===== config.mk =====
export PLATFORM = sky130hd
export DESIGN_NAME = two_stage_watchdog_timer
export DESIGN_NICKNAME = d
export VERILOG_FILES = /design/src/rtl/wdt_pkg.sv /design/src/rtl/wdt_decode.sv /design/src/rtl/wdt_core.sv /design/src/rtl/two_stage_watchdog_timer.sv
export SDC_FILE = /design/constraint.sdc
export NUM_CORES = 1
export LEC_CHECK = 0
export ABC_AREA = 1
export BUFFER_PORTS_ARGS = -buffer_cell sky130_fd_sc_hd__buf_2
export CORE_UTILIZATION = 40
export DETAILED_ROUTE_END_ITERATION = 8
export PLACE_DENSITY = 0.62
export SETUP_SLACK_MARGIN = 0.5
export SLEW_MARGIN = 15
export SYNTH_ARGS = -nofsm -noshare
export SYNTH_HDL_FRONTEND = slang
export SYNTH_SLANG_ARGS = --single-unit
export TNS_END_PERCENT = 1

===== constraint.sdc =====
create_clock -name aclk -period 3.6 [get_ports aclk]
set_input_delay 0.36 -clock aclk [delete_from_list [all_inputs] [get_ports aclk]]
set_output_delay 0.36 -clock aclk [all_outputs]
set_load 0.05 [all_outputs]

===== src/rtl/wdt_pkg.sv =====
// ----------------------------------------------------------------------------
// wdt_pkg
// Shared types and constants of the two-stage watchdog: opcodes, register
// offsets, channel widths and the structs passed between the modules.
// ----------------------------------------------------------------------------
package wdt_pkg;

    // Channel widths
    localparam int unsigned OP_W       = 2;
    localparam int unsigned ADDR_W     = 12;
    localparam int unsigned DATA_W     = 32;
    localparam int unsigned COUNT_W    = 64;
    localparam int unsigned S_TDATA_W  = 112;   // 108 bits of fields, byte aligned
    localparam int unsigned S_TUSER_W  = 3;
    localparam int unsigned M_TDATA_W  = 40;    // 34 bits of fields, byte aligned
    localparam int unsigned M_PAD_W    = M_TDATA_W - DATA_W - 2;

    // Bit positions in s_tdata
    localparam int unsigned S_ADDR_LSB  = 0;
    localparam int unsigned S_WDATA_LSB = S_ADDR_LSB + ADDR_W;
    localparam int unsigned S_COUNT_LSB = S_WDATA_LSB + DATA_W;

    // Operation codes
    localparam logic [OP_W-1:0] OP_TICK  = 2'd0;
    localparam logic [OP_W-1:0] OP_READ  = 2'd1;
    localparam logic [OP_W-1:0] OP_WRITE = 2'd2;

    // Frame select
    localparam logic FRAME_CTRL    = 1'b0;
    localparam logic FRAME_REFRESH = 1'b1;

    // Register offsets
    localparam logic [ADDR_W-1:0] ADR_CTRL    = 12'd0;
    localparam logic [ADDR_W-1:0] ADR_OFFSET  = 12'd8;
    localparam logic [ADDR_W-1:0] ADR_CMP_LO  = 12'd16;
    localparam logic [ADDR_W-1:0] ADR_CMP_HI  = 12'd20;
    localparam logic [ADDR_W-1:0] ADR_REFRESH = 12'd0;

    typedef struct packed {
        logic [OP_W-1:0]    op;
        logic               frame;
        logic [ADDR_W-1:0]  addr;
        logic [DATA_W-1:0]  wdata;
        logic [COUNT_W-1:0] count;
    } item_t;

    typedef struct packed {
        logic tick;
        logic wr_ctrl;
        logic wr_offset;
        logic wr_cmp_lo;
        logic wr_cmp_hi;
        logic wr_refresh;
        logic rd_ctrl;
        logic rd_offset;
        logic rd_cmp_lo;
        logic rd_cmp_hi;
    } dec_t;

    typedef struct packed {
        logic               stage_two;
        logic               stage_one;
        logic [DATA_W-1:0]  read_data;
    } result_t;

endpackage


===== src/rtl/wdt_decode.sv =====
// ----------------------------------------------------------------------------
// wdt_decode
// Decodes opcode, frame and byte offset of one item into one-hot register
// strobes. Offsets at or past the frame size, or not exactly on a register,
// decode to nothing.
// ----------------------------------------------------------------------------
module wdt_decode #(
    parameter int unsigned FRAME_BYTES = 4096
) (
    input  wdt_pkg::item_t item,
    output wdt_pkg::dec_t  dec
);
    import wdt_pkg::*;

    localparam int unsigned CMP_W = 17;   // holds FRAME_BYTES up to 65536

    logic in_frame;
    logic ctrl_frame;

    assign in_frame   = {{(CMP_W-ADDR_W){1'b0}}, item.addr} < CMP_W'(FRAME_BYTES);
    assign ctrl_frame = (item.frame == FRAME_CTRL);

    always_comb begin
        dec = '0;
        case (item.op)
            OP_TICK: begin
                dec.tick = 1'b1;
            end
            OP_READ: begin
                if (in_frame && ctrl_frame) begin
                    dec.rd_ctrl   = (item.addr == ADR_CTRL);
                    dec.rd_offset = (item.addr == ADR_OFFSET);
                    dec.rd_cmp_lo = (item.addr == ADR_CMP_LO);
                    dec.rd_cmp_hi = (item.addr == ADR_CMP_HI);
                end
            end
            OP_WRITE: begin
                if (in_frame && ctrl_frame) begin
                    dec.wr_ctrl   = (item.addr == ADR_CTRL);
                    dec.wr_offset = (item.addr == ADR_OFFSET);
                    dec.wr_cmp_lo = (item.addr == ADR_CMP_LO);
                    dec.wr_cmp_hi = (item.addr == ADR_CMP_HI);
                end else if (in_frame) begin
                    dec.wr_refresh = (item.addr == ADR_REFRESH);
                end
            end
            default: begin
                dec = '0;
            end
        endcase
    end

endmodule


===== src/rtl/wdt_core.sv =====
// ----------------------------------------------------------------------------
// wdt_core
// Watchdog state (enable, two timeout flags, offset, compare) and its update
// for one decoded item. Produces the result of the item from the new flags.
// ----------------------------------------------------------------------------
module wdt_core (
    input  logic                          aclk,
    input  logic                          aresetn,
    input  logic                          fire,
    input  wdt_pkg::dec_t                 dec,
    input  logic [wdt_pkg::DATA_W-1:0]    wdata,
    input  logic [wdt_pkg::COUNT_W-1:0]   count,
    output wdt_pkg::result_t              result
);
    import wdt_pkg::*;

    logic               enabled_reg,  enabled_next;
    logic               first_reg,    first_next;
    logic               second_reg,   second_next;
    logic [DATA_W-1:0]  offset_reg,   offset_next;
    logic [COUNT_W-1:0] compare_reg,  compare_next;

    logic [DATA_W-1:0]  reload_off;
    logic [COUNT_W-1:0] reload;
    logic               expired;
    logic               refresh;
    logic [DATA_W-1:0]  rd;

    // An offset write refreshes with the value being written
    assign reload_off = dec.wr_offset ? wdata : offset_reg;
    assign reload     = count + {{(COUNT_W-DATA_W){1'b0}}, reload_off};
    assign expired    = (count >= compare_reg);
    assign refresh    = dec.wr_ctrl || dec.wr_offset || dec.wr_refresh;

    always_comb begin
        enabled_next = enabled_reg;
        first_next   = first_reg;
        second_next  = second_reg;
        offset_next  = offset_reg;
        compare_next = compare_reg;

        if (dec.tick && enabled_reg && expired) begin
            if (!first_reg) begin
                first_next   = 1'b1;
                compare_next = reload;
            end else begin
                second_next = 1'b1;
            end
        end

        if (dec.wr_ctrl) begin
            enabled_next = wdata[0];
        end
        if (dec.wr_offset) begin
            offset_next = wdata;
        end
        if (refresh) begin
            compare_next = reload;
            first_next   = 1'b0;
            second_next  = 1'b0;
        end
        if (dec.wr_cmp_lo) begin
            compare_next = {compare_reg[COUNT_W-1:DATA_W], wdata};
        end
        if (dec.wr_cmp_hi) begin
            compare_next = {wdata, compare_reg[DATA_W-1:0]};
        end
    end

    always_comb begin
        rd = '0;
        if (dec.rd_ctrl) begin
            rd = {{(DATA_W-3){1'b0}}, second_reg, first_reg, enabled_reg};
        end
        if (dec.rd_offset) begin
            rd = offset_reg;
        end
        if (dec.rd_cmp_lo) begin
            rd = compare_reg[DATA_W-1:0];
        end
        if (dec.rd_cmp_hi) begin
            rd = compare_reg[COUNT_W-1:DATA_W];
        end
    end

    assign result.read_data = rd;
    assign result.stage_one = first_next;
    assign result.stage_two = second_next;

    always_ff @(posedge aclk) begin
        if (!aresetn) begin
            enabled_reg <= 1'b0;
            first_reg   <= 1'b0;
            second_reg  <= 1'b0;
            offset_reg  <= '0;
            compare_reg <= '0;
        end else if (fire) begin
            enabled_reg <= enabled_next;
            first_reg   <= first_next;
            second_reg  <= second_next;
            offset_reg  <= offset_next;
            compare_reg <= compare_next;
        end
    end

endmodule


===== src/rtl/two_stage_watchdog_timer.sv =====
// ----------------------------------------------------------------------------
// two_stage_watchdog_timer
// Two-stage watchdog with a control frame and a refresh frame.
// ----------------------------------------------------------------------------
// Usage:
//   Each s_ transfer is a counter tick, a 32-bit register read or a register
//   write. Every input transfer yields exactly one m_ transfer carrying the
//   read data (zero unless a read hit a register) and both timeout flags as
//   they stand after the item. Stage one drives the interrupt, stage two the
//   system reset.
//   An input transfer passes through one input register, then the decode,
//   the 64-bit reload add and the compare into the result register behind
//   m_tvalid. One item per cycle is sustained while m_tready is high; the
//   state update of one item is complete before the next one is evaluated.
//   If the receiver stalls, the result register holds and the input register
//   still takes one more item; s_tready drops only when both are full.
//   Synchronous reset (aresetn low) empties both registers, disables the
//   watchdog, clears both flags and zeroes offset and compare.
// ----------------------------------------------------------------------------
module two_stage_watchdog_timer #(
    parameter int unsigned FRAME_BYTES = 4096
) (
    input  logic                            aclk,
    input  logic                            aresetn,
    input  logic                            s_tvalid,
    output logic                            s_tready,
    // byte_address[11:0], write_data[43:12], system_count[107:44], zero pad
    input  logic [wdt_pkg::S_TDATA_W-1:0]   s_tdata,
    // op[1:0], frame[2]
    input  logic [wdt_pkg::S_TUSER_W-1:0]   s_tuser,
    output logic                            m_tvalid,
    input  logic                            m_tready,
    // read_data[31:0], stage_one_signal[32], stage_two_signal[33], zero pad
    output logic [wdt_pkg::M_TDATA_W-1:0]   m_tdata
);
    import wdt_pkg::*;

    logic    in_valid_reg, in_valid_next;
    item_t   in_item_reg;
    logic    out_valid_reg, out_valid_next;
    result_t out_data_reg;

    item_t   s_item;
    dec_t    dec;
    result_t result;
    logic    s_take;
    logic    out_load;

    assign s_item.op    = s_tuser[OP_W-1:0];
    assign s_item.frame = s_tuser[OP_W];
    assign s_item.addr  = s_tdata[S_ADDR_LSB +: ADDR_W];
    assign s_item.wdata = s_tdata[S_WDATA_LSB +: DATA_W];
    assign s_item.count = s_tdata[S_COUNT_LSB +: COUNT_W];

    assign out_load = in_valid_reg && (!out_valid_reg || m_tready);
    assign s_tready = !in_valid_reg || out_load;
    assign s_take   = s_tvalid && s_tready;

    always_comb begin
        in_valid_next = in_valid_reg;
        if (s_take) begin
            in_valid_next = 1'b1;
        end else if (out_load) begin
            in_valid_next = 1'b0;
        end
        out_valid_next = out_valid_reg;
        if (out_load) begin
            out_valid_next = 1'b1;
        end else if (m_tready) begin
            out_valid_next = 1'b0;
        end
    end

    always_ff @(posedge aclk) begin
        if (!aresetn) begin
            in_valid_reg  <= 1'b0;
            out_valid_reg <= 1'b0;
        end else begin
            in_valid_reg  <= in_valid_next;
            out_valid_reg <= out_valid_next;
        end
    end

    always_ff @(posedge aclk) begin
        if (s_take) begin
            in_item_reg <= s_item;
        end
        if (out_load) begin
            out_data_reg <= result;
        end
    end

    wdt_decode #(
        .FRAME_BYTES(FRAME_BYTES)
    ) u_decode (
        .item(in_item_reg),
        .dec (dec)
    );

    wdt_core u_core (
        .aclk   (aclk),
        .aresetn(aresetn),
        .fire   (out_load),
        .dec    (dec),
        .wdata  (in_item_reg.wdata),
        .count  (in_item_reg.count),
        .result (result)
    );

    assign m_tvalid = out_valid_reg;
    assign m_tdata  = {{M_PAD_W{1'b0}}, out_data_reg.stage_two, out_data_reg.stage_one,
                       out_data_reg.read_data};

    // Stage two is only ever reached through stage one
    a_two_needs_one: assert property (@(posedge aclk) disable iff (!aresetn)
        out_valid_reg && out_data_reg.stage_two |-> out_data_reg.stage_one)
        else $error("stage two flag set without stage one flag");

    // A held item is not dropped while the result register is blocked
    a_item_held: assert property (@(posedge aclk) disable iff (!aresetn)
        in_valid_reg && !out_load |=> in_valid_reg)
        else $error("pending item lost while result stage stalled");

    // Only reads return data
    a_nonread_zero: assert property (@(posedge aclk) disable iff (!aresetn)
        out_load && (in_item_reg.op != OP_READ) |=> out_data_reg.read_data == '0)
        else $error("nonzero read data on a tick or write");

endmodule


After elaboration in Yosys (flattened, before gate mapping)

Index checks and enable logic that the tools add are counted.

Register bits: 246
Bits in latches: 0
RAM bits: 0
Bits in read-only memories: 0
Input port bits: 119
Output and inout port bits: 42
Word-level logic and storage cells: 70
Memories: 0

$add $sub $neg: 1
Multiply operators: 0
Divide/modulo/power cells: 0
Magnitude comparators: 1
Eq/ne operators: 8
Shift operators: 0
Muxes and demuxes: 24
Bitwise logic cells: 1
Reductions and logical operators: 19

Operators by type and width:

| operator            | number |
|---|---|
| $mux 64             | 5 |
| $mux 32             | 4 |
| $add 64x32->64      | 1 |
| $ge 64x64->1        | 1 |
| $eq 12x5->1 const B | 2 |
| $eq 12x4->1 const B | 1 |
| $logic_not 12->1    | 1 |
| $mux 1              | 11 |
| $mux 4              | 2 |
| $reduce_and 4->1    | 2 |
| $ne 3x3->1 const B  | 2 |
| $reduce_bool 3->1   | 2 |
| $mux 5              | 1 |
| $logic_and 1x1->1   | 4 |
| $logic_or 1x1->1    | 4 |
| $reduce_bool 2->1   | 2 |
| $mux 3              | 1 |
| $eq 2x1->1 const B  | 1 |
| $eq 2x2->1 const B  | 1 |
| $logic_not 1->1     | 2 |
| $logic_not 2->1     | 1 |
| $ne 2x2->1 const B  | 1 |
| $reduce_and 2->1    | 1 |
| $not 1->1           | 1 |

Depth between registers and ports, before layout

Gate-level depths: netlist of the first run.

Depth after elaboration: 10
Depth in mapped cells: 28
Gate-level depth less buffers: 27

Hierarchy

A second synthesis of the first run with hierarchy kept.

Cell total of the unflattened synthesis: 2,241
Area total of the unflattened synthesis: 16,015.4 um2

By module, submodules not included:

| module                   | instances | cells an instance | area an instance (um2) | sequential area each (um2) |
|---|---|---|---|---|
| wdt_core                 | 1         | 2,034             | 11,337.1               | 1,981.9 |
| two_stage_watchdog_timer | 1         | 165               | 4,498.1                | 4,394.2 |
| wdt_decode               | 1         | 42                | 180.2                  | 0.0 |

Worst setup path before layout of the first run

Ideal clock, no wire load.

Kind: flip-flop to flip-flop
Start point: register out_valid_reg (netlist: m_tvalid)
End point: register in_item_reg[0] in the netlist's numbering (enable)
Library setup time: 464 ps
Data arrival time: 3,306 ps
Data required time: 3,136 ps
Path slack: -170 ps
Stages on the path, launching flop included: 4
Buffers on the path: 0
Clock period less this slack: 3,770 ps
Path through: dfxtp_1 > nand3_1 > nand2_1 > inv_1

Cells in the longest elaborated chain, start to end: 5

Ends and longest elaborated chain:

| what                     | line                           | text |
|---|---|---|
| start: declaration       | two_stage_watchdog_timer.sv:40 | `logic out_valid_reg, out_valid_next;` |
| start signal: assignment | two_stage_watchdog_timer.sv:80 | `out_valid_reg <= out_valid_next;` |
| $logic_not 1->1          | two_stage_watchdog_timer.sv:55 | `assign out_load = in_valid_reg && (!out_valid_reg \|\| m_tready);` |
| $logic_or 1x1->1         | two_stage_watchdog_timer.sv:55 |  |
| $logic_and 1x1->1        | two_stage_watchdog_timer.sv:55 |  |
| $logic_or 1x1->1         | two_stage_watchdog_timer.sv:56 | `assign s_tready = !in_valid_reg \|\| out_load;` |
| named net s_tready       | two_stage_watchdog_timer.sv:26 | `output logic s_tready,` |
| $logic_and 1x1->1        | two_stage_watchdog_timer.sv:57 | `assign s_take = s_tvalid && s_tready;` |
| end signal: assignment   | two_stage_watchdog_timer.sv:86 | `in_item_reg <= s_item;` |
| end: declaration         | two_stage_watchdog_timer.sv:39 | `item_t in_item_reg;` |

The timed path passes the listed nets, and every way through them passes these cells.
A chain may end at the register's enable or synchronous reset.

Worst setup path in the final report of the first run

Start point: register in_item_reg[103] in the netlist's numbering
End point: register u_core.compare_reg[33]

Cells in the longest elaborated chain, start to end: 10
Elaborated cells between the ends (all ways): 20
Those cells by class: add/sub (1); eq/ne (5); mux (9); reduce/logical (5)

Ends and longest elaborated chain:

| what                   | line             | text |
|---|---|---|
| $eq 12x4->1            | wdt_decode.sv:40 | `dec.wr_offset = (item.addr == ADR_OFFSET);` |
| $mux 4                 | wdt_decode.sv:38 | `if (in_frame && ctrl_frame) begin` |
| $mux 5 (*)             | wdt_decode.sv:25 | `case (item.op)` |
| $mux 32                | -                |  |
| $add 64x32->64         | wdt_core.sv:31   | `assign reload = count + {{(COUNT_W-DATA_W){1'b0}}, reload_off};` |
| $mux 64                | wdt_core.sv:43   | `if (!first_reg) begin` |
| $mux 64                | wdt_core.sv:42   | `if (dec.tick && enabled_reg && expired) begin` |
| $mux 64                | wdt_core.sv:57   | `if (refresh) begin` |
| $mux 64                | wdt_core.sv:62   | `if (dec.wr_cmp_lo) begin` |
| $mux 64                | wdt_core.sv:65   | `if (dec.wr_cmp_hi) begin` |
| end signal: assignment | wdt_core.sv:102  | `compare_reg <= compare_next;` |
| end: declaration       | wdt_core.sv:21   | `logic [COUNT_W-1:0] compare_reg, compare_next;` |

Every way passes the cells marked *; elsewhere a longest branch is shown, timed or not. The select of a mux whose other input is x is not followed.

==> results_dict.tcl, run 1 <==
set metrics [dict create \
    synth_edf_count 145 \
    ant_nets 0 \
    yosysMostFrequentCell "nand2_1" \
    synth_top_area_share_pct 27.9 \
    p_leak_nw 10.3 \
    first_global_vias 14700 \
    die-height_um 200 \
    vias 15600 \
    status "finished, final reports clean" \
    drive_gt1_share_pct 24.0 \
    cp-end-kind "flop" \
    port_buffers 150 \
    fin_worst_skew_ns 0.0149 \
    peakVddDrop_mv 0.331 \
    cap_viol_max_count 0 \
    crit_path_max_fanout 8 \
    cts_tree "done" \
    synth-main-ff-cell "edfxtp_1" \
    hold_path.class "in -> reg" \
    tightestPinTransition_ns 0.880 \
    setup_violations 0 \
    synth_warnings 0 \
    htree_levels 1 \
    hold-path-cell-count 4 \
    arrival_ns 3.92 \
    hpwl_um 41100 \
    synthesis.area_um2 15600 \
    die_width_um 200 \
    r2r_slack_ns 0.17 \
    p_total_mw 7.67 \
    die_area_um2 39900 \
    grt_max_degree 75 \
    synth_top_cell_by_area "edfxtp_1" \
    ys_ff_latch 246 \
    coreArea_um2 38600 \
    fillers 3670 \
    finalCritPeriodShare_pct 95.2 \
    path_class "reg -> reg" \
    diodes 0 \
    setup_ws_ns 0.174 \
    async_reset_ff_share_pct 0 \
    report.final.slew_viol_count 0 \
    ys_types 45 \
    cts-root-buf "clkbuf_16" \
    yosys-top-cells-count "nand2_1 (583), inv_1 (387), nor2_1 (280)" \
    clk_path_buf_depth 3 \
    worstPathRequired_ns 4.09 \
    antenna_found_initial 0 \
    synth_area_leaders "edfxtp_1 (28%), nand2_1 (14%), dfxtp_1 (13%), inv_1 (9.3%), ha_1 (7.7%)" \
    slew_headroom_pct 41.3 \
    cts_buffers 28 \
    syn_area_per_cell_um2 7.16 \
    fmax_ghz 0.292 \
    rows 72 \
    holdWs_ns 0.123 \
    final_hold_viol_count 0 \
    wire_per_inst_um 18.3 \
    start_util_pct 40.5 \
    drt-initial-drc-count 1057 \
    r2r_start "in_item_reg[103]" \
    worstRegToRegCells 23 \
    clkTransAtPathRegs_ns 0.06 \
    synth-seq-area-share_pct 40.8 \
    grt_pass1_wl_um 81400 \
    viasPerCell 5.05 \
    io_pins 161 \
    hold_start "m_tready" \
    whs_endpoint "in_valid_reg" \
    area_growth_pct 36.6 \
    routed_wl_um 56400 \
    clock_sinks 246 \
    crit_path_start_kind "flop" \
    post-place-ws_ns -0.120 \
    gp_congestion 0.964 \
    p_per_area_nw_per_um2 359 \
    nNetsFinal 2763 \
    remaining_drc_errors 0 \
    firstDrtPassIters 5 \
    track_usage_pct 27.3 \
    fin_crit_ns 3.43 \
    r2r-end "u_core.compare_reg[33]" \
    clkLatencyLatePin_ns 0.56 \
    grt-ovfl-total 0 \
    synth_cells 2183 \
    largest_reg_flops 111 \
    rsz0062_at_grt "true" \
]
[placed cells by master, fill, tap and decap left out, types with 5 or more instances in the layout]
| cell type | instances |
|---|---|
| a21oi_1 | 91 |
| a21oi_2 | 22 |
| a21oi_4 | 5 |
| buf_12 | 7 |
| buf_2 | 150 |
| buf_4 | 117 |
| clkbuf_1 | 8 |
| clkbuf_16 | 32 |
| clkinv_1 | 6 |
| conb_1 | 6 |
| dfxtp_1 | 100 |
| dlygate4sd3_1 | 111 |
| edfxtp_1 | 145 |
| ha_1 | 68 |
| ha_4 | 25 |
| inv_1 | 374 |
| inv_2 | 14 |
| nand2_1 | 494 |
| nand2_2 | 68 |
| nand2_4 | 22 |
| nand3_1 | 62 |
| nand3_2 | 25 |
| nand4_1 | 37 |
| nor2_1 | 235 |
| nor2_2 | 30 |
| nor2_4 | 18 |
| nor3_1 | 16 |
| nor3_2 | 5 |
| o21ai_0 | 111 |
| o21ai_1 | 12 |
| o21ai_2 | 23 |
| o21ai_4 | 7 |
| o221ai_1 | 29 |
| o22ai_1 | 8 |
| or2_2 | 5 |
| xnor2_1 | 14 |
| xor2_1 | 6 |
[per-layer routing]
metal	up-vias	wire, um	GRT usage [%]
li1	7745	-	-
met5	-	0	0
met3	122	3260	3.59
met2	540	25800	45.1
met4	0	3270	15.2
met1	7180	24100	34.4
[area by class of cell]
| class | count | area (um2) | share of cell area [%] |
|---|---|---|---|
| multi-input combinational | 1485 | 8880 | 41.6 |
| inverter | 393 | 1490 | 6.97 |
| clock inverter | 13 | 166 | 0.779 |
| sequential | 246 | 6380 | 29.9 |
| timing repair buffer | 393 | 3020 | 14.1 |
| tap | 518 | 648 | 3.03 |
| clock buffer | 39 | 783 | 3.67 |
[what timing repair did]
action,4_1_cts,5_1_grt
hold buffers,110,1
gates cloned,0,5
pin swaps,41,95
endpoints found under the setup margin,61,64
resized for setup,142,249
endpoints found under the hold margin,110,1
buffers inserted,14,22
[worst max-delay path, stage by stage (launching register included)]
cell and delay (ns):
edfxtp_1 0.43, inv_2 0.09, nand3_2 0.10, nor3_4 0.24, nand3_4 0.10, buf_12 0.17, buf_8 0.14, buf_4 0.14
o21ai_4 0.21, ha_4 0.26, nand2_4 0.10, inv_1 0.08, a21oi_4 0.15, nor2_1 0.05, nor2_1 0.17, nand2_2 0.11
nand2_2 0.12, buf_6 0.11, a21oi_1 0.06, nor2_2 0.17, nor2_1 0.06, nand4_1 0.08, nand2_1 0.07, nor2_2 0.12
[through the flow]
stage | utilization (%) | instances | setup TNS, ns | instance area, um2
floorplan | - | 2188 | 0 | 15700
global placement | 45.4 | 2883 | -0.0588 | 17500
detailed placement | 45.4 | 2883 | -0.263 | 17500
CTS | 52.0 | 3059 | 0 | 20100
global route | 55.4 | 3087 | -0.0189 | 21400
finish | 55.4 | 3087 | 0 | 21400
[kinds of logic after synthesis]
family	Yosys count	share of synthesized area, %
fa+ha+maj	97	7.81
simple gates	1038	27.3
other cells	1	0.0240
flops	246	40.8
xor+xnor	20	1.12
buf+inv	457	11.4
compound gates	324	11.5
[how the worst max path moves through the flow]
stage	start	endpoint	slack, ns	depth (start not counted)
2_1_floorplan	in_item_reg[108]	u_core.compare_reg[49]	0.45	22
3_3_place_gp	in_item_reg[97]	u_core.compare_reg[50]	-0.06	21
3_5_place_dp	in_item_reg[97]	u_core.compare_reg[50]	-0.12	21
4_1_cts	in_item_reg[106]	u_core.compare_reg[38]	0.22	22
5_1_grt	in_item_reg[103]	u_core.compare_reg[35]	-0.01	25
6_report	in_item_reg[103]	u_core.compare_reg[33]	0.17	23
[where the power goes]
| group | leakage [nW] | internal (mW) | switching, mW |
|---|---|---|---|
| Combinational | 7.58 | 0.615 | 0.875 |
| Clock | 0.460 | 1.80 | 1.16 |
| Sequential | 2.22 | 3.11 | 0.106 |
Note: power is estimated with default switching activity, not from simulation.
==> run 2: changes to the inputs <==
==> constraint.sdc (replaced) <==
create_clock -name aclk -period 3.2 [get_ports aclk]
set_input_delay 0.48 -clock aclk [delete_from_list [all_inputs] [get_ports aclk]]
set_output_delay 0.48 -clock aclk [all_outputs]
set_load 0.05 [all_outputs]
==> results_dict.tcl, run 2 (synthesized netlist as in run 1, its figures left out) <==
set metrics [dict create \
    seq_area_um2 6380 \
    p_int_mw 6.05 \
    pwr-share-clk_pct 39.9 \
    setup_ws_ns -0.292 \
    wl_met2_um 25000 \
    antenna_found_initial 1 \
    clkLatencyLatePin_ns 0.57 \
    io_pins 161 \
    layout_common_cells "nand2_1 (535), inv_1 (382), nor2_1 (246), buf_4 (175), buf_2 (150)" \
    fin_util_pct 51.1 \
    final_hold_viol_count 0 \
    max_stage_delay_ns 0.37 \
    rows 72 \
    remaining_drc_errors 0 \
    ant_nets 0 \
    clkTransAtPathRegs_ns 0.06 \
    status "finished, violations left" \
    p_leak_nw 9.79 \
    coreArea_um2 38600 \
    largest_reg_flops 111 \
    hpwl_um 43000 \
    track_usage_pct 27.3 \
    placedCellCount 2971 \
    fmax_ghz 0.286 \
    viasPerCell 5.01 \
    fin_crit_ns 3.49 \
    crit_path_start_kind "flop" \
    path_cells "nor2_2, nand2_2, nor3_4, nand3_4, buf_12, o21ai_0, ha_1, nand2_1, nor2_1, buf_4, nand2_1, nand2_1, a21oi_1, nand2_2, nand2_2, nor2_1, or2_2, nand3_1, nand2_1, nor2_1, nor2_1" \
    grt_max_degree 70 \
    worstPathRequired_ns 3.65 \
    rsz0062_at_grt "true" \
    gp_congestion 0.975 \
    crit_path_max_fanout 40 \
    wire_per_inst_um 18.1 \
    report.final.slew_viol_count 0 \
    diodes 0 \
    clk_path_buf_depth 3 \
    die_width_um 200 \
    first_global_vias 14300 \
    hold_path.class "in -> reg" \
    firstDrtPassIters 7 \
    cap_viol_max_count 0 \
    p_sw_share_pct 28.2 \
    final_cell_area_um2 19700 \
    finalCritPeriodShare_pct 109 \
    port_buffers 150 \
    nNetsFinal 2704 \
    slew_headroom_pct 40.1 \
    violations "negative setup slack" \
    crit_slowest_cell "edfxtp_1" \
    m1WireLength_um 23900 \
    cp-end-kind "flop" \
    fillers 3897 \
    arrival_ns 3.94 \
    wl_met3_um 2880 \
    vias 15200 \
    start_util_pct 40.5 \
    path_class "reg -> reg" \
    grt-ovfl-total 0 \
    cts_tree "done" \
    tightestPinTransition_ns 0.899 \
    htree_levels 1 \
    switchingPower_mw 2.37 \
    die-height_um 200 \
    final_common_cell "nand2_1" \
    grt_pass1_wl_um 81000 \
    placed_cell_area_um2 18200 \
    routed_wl_um 54900 \
    multi_input_area_um2 8010 \
    stdcell_count 3029 \
    pwr-share-seq_pct 42.9 \
    drt-initial-drc-count 1028 \
    die_area_um2 39900 \
    top_layer_used "met4" \
    p_per_area_nw_per_um2 427 \
    tns_ns -7.72 \
    area_growth_pct 26.0 \
    p_comb_share_pct 17.2 \
    cts-root-buf "clkbuf_16" \
    setup_violations 46 \
    clock_sinks 246 \
    cts_buffers 29 \
    drive_gt1_share_pct 21.7 \
    holdWs_ns 0.0803 \
    fin_worst_skew_ns 0.0227 \
    peakVddDrop_mv 0.379 \
]
[run 2: cell count changes in the layout (fill, tap and decap cells not counted), sizes merged]
cell         delta
dlygate4sd3   -111
buf            +54
clkbuf          -9
clkinv          +4
clkinvlp        +2
inv             +2
[run 2: critical path, delay by kind of cell (launching register included)]
family	cells	cell delay, ns
adder cells (fa/ha/maj)	1	0.33
buffers and inverters	2	0.34
AO/OA/AOI/OAI	2	0.43
flip-flops	1	0.37
AND/OR/NAND/NOR	16	1.87
[run 2: layout make-up]
| cell class | count | area share, % |
|---|---|---|
| multi-input combinational | 1485 | 40.7 |
| timing repair buffer | 333 | 11.3 |
| inverter | 393 | 7.51 |
| clock inverter | 21 | 1.12 |
| sequential | 246 | 32.4 |
| clock buffer | 33 | 3.76 |
| tap | 518 | 3.29 |
[run 2: metal layers]
| metal | vias up | GRT usage [%] |
|---|---|---|
| met3 | 105 | 3.46 |
| met5 | - | 0 |
| li1 | 7605 | - |
| met4 | 0 | 14.4 |
| met1 | 6992 | 34.7 |
| met2 | 475 | 45.1 |
[run 2: path summary, 6_finish.rpt]
kind                            endpoint  cells past startpoint  slack, ns              from
hold reg to reg             in_valid_reg                      2       0.52          m_tvalid
setup / recovery  u_core.compare_reg[56]                     21      -0.29  in_item_reg[104]
hold / removal            in_item_reg[8]                      1       0.08       s_tdata[52]
setup reg to reg  u_core.compare_reg[56]                     21      -0.29  in_item_reg[104]
[run 2: power by group through the flow]
stage               clock network (mW)  logic (mW)  registers (mW)
floorplan                            0       0.717            3.70
global placement                     0        1.32            3.67
detailed placement                   0        1.34            3.67
CTS                               3.44        1.39            3.61
global route                      3.54        1.60            3.62
finish                            3.36        1.45            3.61
[run 2: stage by stage]
step | setup slack, ns | total power [mW]
2_1_floorplan | 0.121 | 4.42
3_3_place_gp | -0.418 | 5.00
3_5_place_dp | -0.447 | 5.02
4_1_cts | -0.227 | 8.45
5_1_grt | -0.575 | 8.76
6_report | -0.292 | 8.42
[run 2: repair_timing]
| action | CTS | global route |
|---|---|---|
| hold buffers | 0 | 0 |
| setup buffers | 1 | 3 |
| setup endpoints to repair | 68 | 78 |
| gates resized for setup | 79 | 75 |
| pin swaps | 11 | 19 |
